$ cat src/rtl/core/lfos_pkg.sv
`timescale 1ns / 1ps

package lfos_pkg;

    localparam int LEVEL_W = 12;
    localparam int DUTY_W  = 13;
    localparam int STOP_W  = 10;
    localparam int CAP_W   = 16;
    localparam int TICK_W  = 32;
    localparam int DIST_W  = 27;
    localparam int REQ_W   = 3;
    localparam int CFG_W   = 3;
    localparam int DATA_W  = 13;

    localparam logic [DUTY_W-1:0]  FULL_DUTY   = 13'd4096;
    localparam logic [LEVEL_W-1:0] WHITE_RESET = 12'd400;
    localparam logic [LEVEL_W-1:0] BLACK_RESET = 12'd3500;
    localparam logic [STOP_W-1:0]  STOP_RESET  = 10'd7;
    localparam logic [DUTY_W-1:0]  FWD_RESET   = 13'd4096;
    localparam logic [DUTY_W-1:0]  TURN_RESET  = 13'd0;

    localparam logic [REQ_W-1:0] REQ_ADC      = 3'd0;
    localparam logic [REQ_W-1:0] REQ_OVERFLOW = 3'd1;
    localparam logic [REQ_W-1:0] REQ_RISE     = 3'd2;
    localparam logic [REQ_W-1:0] REQ_FALL     = 3'd3;
    localparam logic [REQ_W-1:0] REQ_TICK     = 3'd4;

    localparam logic [CFG_W-1:0] CFG_WHITE_LEVEL  = 3'd0;
    localparam logic [CFG_W-1:0] CFG_BLACK_LEVEL  = 3'd1;
    localparam logic [CFG_W-1:0] CFG_STOP_DIST    = 3'd2;
    localparam logic [CFG_W-1:0] CFG_FORWARD_DUTY = 3'd3;
    localparam logic [CFG_W-1:0] CFG_TURN_DUTY    = 3'd4;

    // Distance = floor(t * 3430 / 20000) = floor((t * 3430 / 32) / 625).
    // The quotient by 625 is split at bit 18: 2^18 = 419 * 625 + 269.
    localparam int PROD_W      = 41;
    localparam int SPLIT_W     = 18;
    localparam int QUO_W       = 18;
    localparam int RECIP_W     = 28;
    localparam int RECIP_SHIFT = 37;
    localparam logic [DIST_W-1:0]  SPLIT_QUOT = 27'd419;
    localparam logic [DIST_W-1:0]  SPLIT_REM  = 27'd269;
    localparam logic [RECIP_W-1:0] RECIP_625  = 28'd219902326;

    typedef struct packed {
        logic [REQ_W-1:0]   req_type;
        logic [LEVEL_W-1:0] sample_value;
        logic [CAP_W-1:0]   capture_time;
    } t_in_word;

    typedef struct packed {
        logic [DUTY_W-1:0] left_duty;
        logic [DUTY_W-1:0] right_duty;
        logic              stop_lamp;
        logic              distance_valid;
        logic [DIST_W-1:0] range_cm;
    } t_out_word;

    typedef struct packed {
        logic               tick;
        logic               take;
        logic [LEVEL_W-1:0] right_level;
        logic [LEVEL_W-1:0] left_level;
    } t_ctl;

endpackage

$ cat src/rtl/core/line_follower_obstacle_stop.sv
`timescale 1ns / 1ps

// Line follower with ultrasonic obstacle stop. Every input word gives exactly one output
// word, in order. A new input word is taken in every cycle in which the output register is
// empty or being emptied; on its way to the output register each word passes through the
// registered chain of constant multipliers that turns the echo interval into centimetres.
// Configuration writes are always accepted and must only be made while no input word is in
// flight.
module line_follower_obstacle_stop (
    input  logic                      i_clk,
    input  logic                      i_rst_n,
    input  logic                      i_in_valid,
    output logic                      o_in_ready,
    input  lfos_pkg::t_in_word        i_in_word,
    output logic                      o_out_valid,
    input  logic                      i_out_ready,
    output lfos_pkg::t_out_word       o_out_word,
    input  logic                      i_cfg_valid,
    output logic                      o_cfg_ready,
    input  logic [lfos_pkg::CFG_W-1:0]  i_cfg_index,
    input  logic [lfos_pkg::DATA_W-1:0] i_cfg_data
);

    logic                            en;
    logic [5:0]                      r_vld;
    logic                            r_out_vld;
    lfos_pkg::t_out_word             r_out_word;
    lfos_pkg::t_out_word             n_out_word;

    logic [lfos_pkg::LEVEL_W-1:0]    r_white;
    logic [lfos_pkg::LEVEL_W-1:0]    r_black;
    logic [lfos_pkg::STOP_W-1:0]     r_stop_cm;
    logic [lfos_pkg::DUTY_W-1:0]     r_fwd;
    logic [lfos_pkg::DUTY_W-1:0]     r_turn;

    lfos_pkg::t_in_word              r_in;
    logic                            r_sample_slot, n_sample_slot;
    logic [lfos_pkg::LEVEL_W-1:0]    r_right_level, n_right_level;
    logic [lfos_pkg::LEVEL_W-1:0]    r_left_level, n_left_level;
    logic [lfos_pkg::CAP_W-1:0]      r_ovf_count, n_ovf_count;
    logic [lfos_pkg::CAP_W-1:0]      r_rise_time, n_rise_time;
    logic [lfos_pkg::TICK_W-1:0]     r_echo_ticks, n_echo_ticks;
    logic                            r_echo_fresh, n_echo_fresh;
    lfos_pkg::t_ctl                  n_ctl1;

    lfos_pkg::t_ctl                  r_ctl1, r_ctl2, r_ctl3, r_ctl4, r_ctl5;
    logic [lfos_pkg::TICK_W-1:0]     r_ticks1;
    logic [lfos_pkg::TICK_W-1:0]     r_t2;
    logic [lfos_pkg::PROD_W-1:0]     r_p3;
    logic [lfos_pkg::SPLIT_W-1:0]    w_qh;
    logic [lfos_pkg::SPLIT_W-1:0]    w_ql;
    logic [lfos_pkg::DIST_W-1:0]     r_rem4, r_base4;
    logic [lfos_pkg::DIST_W+lfos_pkg::RECIP_W-1:0] w_prod5;
    logic [lfos_pkg::QUO_W-1:0]      r_quo5;
    logic [lfos_pkg::DIST_W-1:0]     r_base5;

    logic                            r_halted, n_halted;
    logic [lfos_pkg::DUTY_W-1:0]     r_left_drive, n_left_drive;
    logic [lfos_pkg::DUTY_W-1:0]     r_right_drive, n_right_drive;
    logic [lfos_pkg::DIST_W-1:0]     r_last_dist, n_last_dist;
    logic [lfos_pkg::DUTY_W-1:0]     w_fwd, w_trn;
    logic [lfos_pkg::DIST_W-1:0]     w_dist;
    logic                            w_rb, w_lb, w_rw, w_lw;

    assign en          = !r_out_vld || i_out_ready;
    assign o_in_ready  = en;
    assign o_out_valid = r_out_vld;
    assign o_out_word  = r_out_word;
    assign o_cfg_ready = 1'b1;

    always_ff @(posedge i_clk) begin
        if (!i_rst_n) begin
            r_white   <= lfos_pkg::WHITE_RESET;
            r_black   <= lfos_pkg::BLACK_RESET;
            r_stop_cm <= lfos_pkg::STOP_RESET;
            r_fwd     <= lfos_pkg::FWD_RESET;
            r_turn    <= lfos_pkg::TURN_RESET;
        end else if (i_cfg_valid) begin
            unique case (i_cfg_index)
                lfos_pkg::CFG_WHITE_LEVEL:  r_white   <= i_cfg_data[lfos_pkg::LEVEL_W-1:0];
                lfos_pkg::CFG_BLACK_LEVEL:  r_black   <= i_cfg_data[lfos_pkg::LEVEL_W-1:0];
                lfos_pkg::CFG_STOP_DIST:    r_stop_cm <= i_cfg_data[lfos_pkg::STOP_W-1:0];
                lfos_pkg::CFG_FORWARD_DUTY: r_fwd     <= i_cfg_data;
                lfos_pkg::CFG_TURN_DUTY:    r_turn    <= i_cfg_data;
                default: begin
                end
            endcase
        end
    end

    always_comb begin
        n_sample_slot = r_sample_slot;
        n_right_level = r_right_level;
        n_left_level  = r_left_level;
        n_ovf_count   = r_ovf_count;
        n_rise_time   = r_rise_time;
        n_echo_ticks  = r_echo_ticks;
        n_echo_fresh  = r_echo_fresh;
        n_ctl1.tick   = (r_in.req_type == lfos_pkg::REQ_TICK);
        n_ctl1.take   = n_ctl1.tick && r_echo_fresh;
        if (r_vld[0]) begin
            unique case (r_in.req_type)
                lfos_pkg::REQ_ADC: begin
                    if (!r_sample_slot) begin
                        n_right_level = r_in.sample_value;
                    end else begin
                        n_left_level = r_in.sample_value;
                    end
                    n_sample_slot = !r_sample_slot;
                end
                lfos_pkg::REQ_OVERFLOW: begin
                    n_ovf_count = r_ovf_count + 16'd1;
                end
                lfos_pkg::REQ_RISE: begin
                    n_rise_time = r_in.capture_time;
                    n_ovf_count = '0;
                end
                lfos_pkg::REQ_FALL: begin
                    n_echo_ticks = {r_ovf_count, 16'd0} + 32'(r_in.capture_time)
                                   - 32'(r_rise_time);
                    n_echo_fresh = 1'b1;
                end
                lfos_pkg::REQ_TICK: begin
                    n_echo_fresh = 1'b0;
                end
                default: begin
                end
            endcase
        end
        n_ctl1.right_level = n_right_level;
        n_ctl1.left_level  = n_left_level;
    end

    always_ff @(posedge i_clk) begin
        if (!i_rst_n) begin
            r_vld         <= '0;
            r_sample_slot <= 1'b0;
            r_right_level <= '0;
            r_left_level  <= '0;
            r_ovf_count   <= '0;
            r_rise_time   <= '0;
            r_echo_ticks  <= '0;
            r_echo_fresh  <= 1'b0;
        end else if (en) begin
            r_vld         <= {r_vld[4:0], i_in_valid};
            r_sample_slot <= n_sample_slot;
            r_right_level <= n_right_level;
            r_left_level  <= n_left_level;
            r_ovf_count   <= n_ovf_count;
            r_rise_time   <= n_rise_time;
            r_echo_ticks  <= n_echo_ticks;
            r_echo_fresh  <= n_echo_fresh;
        end
    end

    assign w_qh    = r_p3[lfos_pkg::PROD_W-1:lfos_pkg::PROD_W-lfos_pkg::SPLIT_W];
    assign w_ql    = r_p3[lfos_pkg::PROD_W-lfos_pkg::SPLIT_W-1:5];
    assign w_prod5 = (lfos_pkg::DIST_W+lfos_pkg::RECIP_W)'(r_rem4)
                     * (lfos_pkg::DIST_W+lfos_pkg::RECIP_W)'(lfos_pkg::RECIP_625);

    always_ff @(posedge i_clk) begin
        if (en) begin
            r_in     <= i_in_word;
            r_ctl1   <= n_ctl1;
            r_ticks1 <= n_echo_ticks;
            r_ctl2   <= r_ctl1;
            r_t2     <= 32'(r_ticks1 * 32'd10);
            r_ctl3   <= r_ctl2;
            r_p3     <= lfos_pkg::PROD_W'(r_t2) * lfos_pkg::PROD_W'(343);
            r_ctl4   <= r_ctl3;
            r_rem4   <= lfos_pkg::DIST_W'(w_qh) * lfos_pkg::SPLIT_REM
                        + lfos_pkg::DIST_W'(w_ql);
            r_base4  <= lfos_pkg::DIST_W'(w_qh) * lfos_pkg::SPLIT_QUOT;
            r_ctl5   <= r_ctl4;
            r_quo5   <= w_prod5[lfos_pkg::RECIP_SHIFT+lfos_pkg::QUO_W-1:lfos_pkg::RECIP_SHIFT];
            r_base5  <= r_base4;
        end
    end

    always_comb begin
        w_fwd  = (r_fwd > lfos_pkg::FULL_DUTY) ? lfos_pkg::FULL_DUTY : r_fwd;
        w_trn  = (r_turn > lfos_pkg::FULL_DUTY) ? lfos_pkg::FULL_DUTY : r_turn;
        w_rb   = r_ctl5.right_level >= r_black;
        w_lb   = r_ctl5.left_level >= r_black;
        w_rw   = r_ctl5.right_level <= r_white;
        w_lw   = r_ctl5.left_level <= r_white;
        w_dist = r_base5 + lfos_pkg::DIST_W'(r_quo5);

        n_halted      = r_halted;
        n_left_drive  = r_left_drive;
        n_right_drive = r_right_drive;
        n_last_dist   = r_last_dist;
        if (r_ctl5.tick) begin
            if (!r_halted) begin
                priority if (w_rw && w_lw) begin
                    n_left_drive  = w_trn;
                    n_right_drive = w_trn;
                end else if (w_rb && !w_lb) begin
                    n_left_drive  = w_trn;
                    n_right_drive = w_fwd;
                end else if (w_lb && !w_rb) begin
                    n_left_drive  = w_fwd;
                    n_right_drive = w_trn;
                end else begin
                    n_left_drive  = w_trn;
                    n_right_drive = w_trn;
                end
            end
            if (r_ctl5.take) begin
                n_last_dist = w_dist;
                if (w_dist <= lfos_pkg::DIST_W'(r_stop_cm)) begin
                    n_left_drive  = lfos_pkg::FULL_DUTY;
                    n_right_drive = lfos_pkg::FULL_DUTY;
                    n_halted      = 1'b1;
                end else begin
                    n_halted = 1'b0;
                end
            end
        end
        n_out_word.left_duty      = n_left_drive;
        n_out_word.right_duty     = n_right_drive;
        n_out_word.stop_lamp      = n_halted;
        n_out_word.distance_valid = r_ctl5.tick && r_ctl5.take;
        n_out_word.range_cm       = n_last_dist;
    end

    always_ff @(posedge i_clk) begin
        if (!i_rst_n) begin
            r_out_vld     <= 1'b0;
            r_halted      <= 1'b0;
            r_left_drive  <= '0;
            r_right_drive <= '0;
            r_last_dist   <= '0;
        end else if (en) begin
            r_out_vld <= r_vld[5];
            if (r_vld[5]) begin
                r_halted      <= n_halted;
                r_left_drive  <= n_left_drive;
                r_right_drive <= n_right_drive;
                r_last_dist   <= n_last_dist;
            end
        end
    end

    always_ff @(posedge i_clk) begin
        if (en && r_vld[5]) begin
            r_out_word <= n_out_word;
        end
    end

endmodule

$ cat config.mk
export PLATFORM = sky130hd
export DESIGN_NAME = line_follower_obstacle_stop
export DESIGN_NICKNAME = d
export VERILOG_FILES = /design/src/rtl/core/lfos_pkg.sv /design/src/rtl/core/line_follower_obstacle_stop.sv
export SDC_FILE = /design/constraint.sdc
export NUM_CORES = 2
export LEC_CHECK = 0
export ABC_AREA = 1
export BUFFER_PORTS_ARGS = -buffer_cell sky130_fd_sc_hd__buf_2
export CAP_MARGIN = 20
export CORE_UTILIZATION = 45
export DETAILED_ROUTE_END_ITERATION = 8
export PLACE_DENSITY = 0.64
export SETUP_SLACK_MARGIN = 0.3
export SLEW_MARGIN = 20
export SYNTH_ARGS = -nofsm -noshare
export SYNTH_HDL_FRONTEND = slang
export SYNTH_SLANG_ARGS = --single-unit
$ cat constraint.sdc
create_clock -name i_clk -period 38.8 [get_ports i_clk]
set_input_delay 5.82 -clock i_clk [delete_from_list [all_inputs] [get_ports i_clk]]
set_output_delay 5.82 -clock i_clk [all_outputs]
set_load 0.05 [all_outputs]
### Word-level counts from Yosys, hierarchy flattened

Cells that the tools add are included.

* register bits after elaboration: 629
* output and inout bits: 58
* logic and storage cells: 133

* add/sub/neg operators: 5
* multipliers: 5
* $lt $le $gt $ge: 7
* equal/unequal tests: 8
* muxes and demuxes: 30
* reduce and logical (&&, ||, !) cells: 25

Operator list (count)
* two-way mux 13 bit: 15
* two-way mux 12 bit: 6
* two-way mux 32 bit: 2
* adder 27 x 18 -> 27 bit: 2
* multiplier 18 x 9 -> 27 bit (second input constant): 2
* multiplier 27 x 27 -> 54 bit (second input constant): 1
* two-way mux 27 bit: 2
* multiplier 31 x 9 -> 40 bit (second input constant): 1
* adder 32 x 16 -> 32 bit: 1
* multiplier 32 x 3 -> 31 bit (second input constant): 1
* one-hot mux 16 bit (2 select lines): 1
* subtractor 32 x 16 -> 32 bit: 1
* <= comparator 27 x 10 -> 1 bit: 1
* > comparator 13 bit (second input constant): 2
* >= comparator 12 bit: 2
* <= comparator 12 bit: 2
* adder 16 x 1 -> 16 bit (second input constant): 1
* == test 3 x 2 -> 1 bit (second input constant): 4
* AND reduction 2 bit: 6
* AND reduction 3 bit: 4
* == test 3 x 1 -> 1 bit (second input constant): 2
* == test 3 bit (second input constant): 2
* logical AND 1 bit: 6
* logical NOT 3 bit: 2
* other kinds (5): 11

### Logic depth before layout (Yosys ltp)

* depth in word-level cells: 10
* gate-level depth with buffers: 26

### Worst setup path before layout

No wires, ideal clock.

* path kind: input-to-output
* from: input i_out_ready
* to: output o_in_ready
* arrival time: 16451 ps
* required time: 32980 ps
* slack: 16529 ps
* stages on the path: 4
* cell sequence: nor2_1 -> inv_1 -> clkbuf_1 -> clkbuf_1

* word-level cells in the longest chain between the ends: 1

Ends and longest elaborated chain
* start, declared: line line_follower_obstacle_stop.sv:16 `input logic i_out_ready,`
* logical OR 1 bit: line line_follower_obstacle_stop.sv:65 `assign en = !r_out_vld || i_out_ready;`
* end, declared: line line_follower_obstacle_stop.sv:13 `output logic o_in_ready,`

Every way passes these cells.

### Worst setup path after layout

Same ends and word-level chain as after synthesis.

==> impl_metrics.yaml <==
run_status:
  status: "completed"
global_route:
  antenna_found_initial: 1
  gr-usage-all-layers: 0.204
  grt_max_degree: 133
  grt_pass1_vias: 38600
  grt_overflow: 0
  grt_pass1_wl_microns: 198000
hold_path:
  hp-class: "reg -> reg"
  min_path_cells: 0
  hold_start: "r_base4[21]"
  min_to: "r_base5[21]"
place:
  numPortBuffers: 108
  gp_congestion: 0.932
  dp_hpwl_microns: 99100
critical_path:
  critical-path-max-stage-delay_ns: 0.45
  crit_chain: "buf_2 -> nor2_4 -> inv_8 -> buf_2"
  rr_endpoint: "r_quo5[14]"
  start_kind: "input port"
  r2r-start: "r_rem4[8]"
  ff2ff_setup_slack_ns: 31.69
  crit_buf_inv: 3
  critPathSlowestCell: "inv_8"
  worst-path-max-fanout: 132
  r2r_cells: 22
  worstPathRequired_ns: 32.98
  cp.arrival_ns: 6.83
  cpLargestDelayFamily: "buffers and inverters"
  critPathCaptureType: "output pin"
  cp.depth: 4
  crit_top_cell: "buf_2"
  crit_type: "in -> out"
clocking:
  clockBufferDepth: 3
  clockRootBuffer: "clkbuf_16"
  postCtsSetupRepairBufs: 0
  clk_pin_slew_ns: 0.06
  cts_made_buffers: 68
  clkLatencyLatePin_ns: 0.62
  clkSinkCount: 622
  tritoncts: "built"
  htreeDepth: 3
  postCtsHoldBufs: 0
  cts.repair.resized: 0
routing:
  finalWirelength_microns: 122000
  vias: 37700
  drt_iter0_drc: 2201
  wl_per_cell_microns: 16.2
  viasPerCell: 5.03
  drt_pre_antenna_iters: 5
  detail-route-antenna-nets: 0
  drcViolationCount: 0
synth:
  yosysTopAreaCell: "edfxtp_1"
  ys_top_cells_by_count: "inv_1, nand2_1, ha_1, fa_1, edfxtp_1"
  postSynthAreaPerCell_sq_um: 9.25
  synthesis.instances: 5797
  synth_async_sr_flop_share: 0
  ys_types: 54
  synth_warnings: 0
  yosysMostFrequentCell: "inv_1"
  ys_seq_elements: 622
  ys.flop_type: "edfxtp_1"
  yosysSeqAreaShare: 0.309
  yosys-top-cells-area: "edfxtp_1, fa_1, ha_1"
  synth_top_area_share: 0.231
  synth_area_sq_mm: 0.0536
  synth_edf_count: 413
  synth_nets: 7066
floorplan:
  top_level_ports: 110
  initial_utilization: 0.454
  dieHeight_microns: 347
  core-area_sq_mm: 0.118
  dieArea_sq_mm: 0.120
  dieWidth_microns: 347
  row_count: 126
sta:
  period_share: 0.326
  maxSlewViolCount: 0
  rsz0062_at_grt: "no"
  max-slew-margin-rel: 0.321
  hold_violations: 0
  tightest_slew_ns: 1.02
  setup_viol: 0
  fmax_mhz: 79.0
  skew_ns: 0.0361
  tns_ns: 0
  min_period_ns: 12.65
cells_and_area:
  area_delta_synth_final_pct: 8.36
  final_layout_size_suffix_gt1_frac: 0.0457
  finish.net_count: 7167
  antenna-diode-count: 0
flow_run:
  cap_violations: 0
-- worst register-to-register path: stages (launching register included) --
cell      delay, ns
edfxtp_1       0.65
ha_1           0.65
inv_1          0.18
fa_1           0.54
inv_1          0.05
fa_1           0.50
inv_1          0.06
fa_1           0.54
inv_1          0.05
fa_1           0.46
fa_1           0.50
inv_1          0.05
fa_1           0.53
inv_1          0.06
ha_1           0.33
nand2_1        0.09
nor4_1         0.48
nand3_1        0.13
o211ai_1       0.42
nand2_1        0.11
nand2_1        0.20
a21oi_1        0.11
xor2_1         0.15
-- layout by cell type, fill, tap and decap left out, types with 111 or more instances in the layout --
cell         n
a21oi_1    375
dfxtp_1    209
edfxtp_1   413
fa_1       518
ha_1       699
inv_1     1374
nand2_1    747
nand3_1    183
nor2_1     307
o21ai_0    362
xor2_1     111
-- worst max path at each step --
| stage | start | end |
|---|---|---|
| floorplan | i_out_ready | o_in_ready |
| global placement | i_out_ready | o_in_ready |
| detailed placement | i_out_ready | o_in_ready |
| CTS | i_out_ready | o_in_ready |
| global route | i_out_ready | o_in_ready |
| finish | i_out_ready | o_in_ready |
-- stage by stage --
stage / util / setup slack [ns] / instance area, sq um / hold WS (ns) / instances
CTS: 0.492 / 25.98 / 58100 / 0.404 / 7487
finish: 0.492 / 26.15 / 58100 / 0.413 / 7487
global placement: 0.473 / 26.00 / 55800 / 0.401 / 7364
floorplan: - / 16.53 / 53600 / 0.400 / 5797
global route: 0.492 / 26.00 / 58100 / 0.418 / 7487
detailed placement: 0.473 / 25.98 / 55800 / 0.405 / 7364
-- per-layer routing --
metal	track usage	routed length, microns	vias to the layer above
li1	-	-	18800
met1	0.271	54900	18000
met2	0.344	57400	711
met3	0.0275	5190	216
met4	0.0672	4060	0
met5	0	0	-
-- final cells by class --
class | instances | area [sq um]
fill | 11000 | 60000
multi-input combinational | 3698 | 31500
sequential | 622 | 16600
inverter | 1387 | 5210
tap | 1536 | 1920
clock buffer | 85 | 1810
timing repair buffer | 121 | 644
clock inverter | 38 | 447
-- flip-flops by register name, indices dropped and copies added (netlist names), 15 cells and up --
name / count
r_base5: 27
r_rise_time: 16
r_p3: 36
r_echo_ticks: 31
o_out_word: 55
r_rem4: 27
r_ovf_count: 15
r_ctl5: 26
r_ctl3: 26
r_quo5: 18
r_last_dist: 27
r_ticks1: 31
r_ctl4: 26
r_base4: 27
r_in: 31
r_ctl2: 26
r_t2: 31
r_ctl1: 26
-- cell families after synthesis --
kind of cell,Yosys count,share of synthesized area
compound gates,931,0.0951
other cells,1,0.0000700
simple gates,1385,0.108
fa+ha+maj,1217,0.357
buf+inv,1477,0.104
xor+xnor,164,0.0268
flops,622,0.309
Power is not shown: default switching activity piles up to over one toggle a cycle in this logic, so the estimate is an artifact.
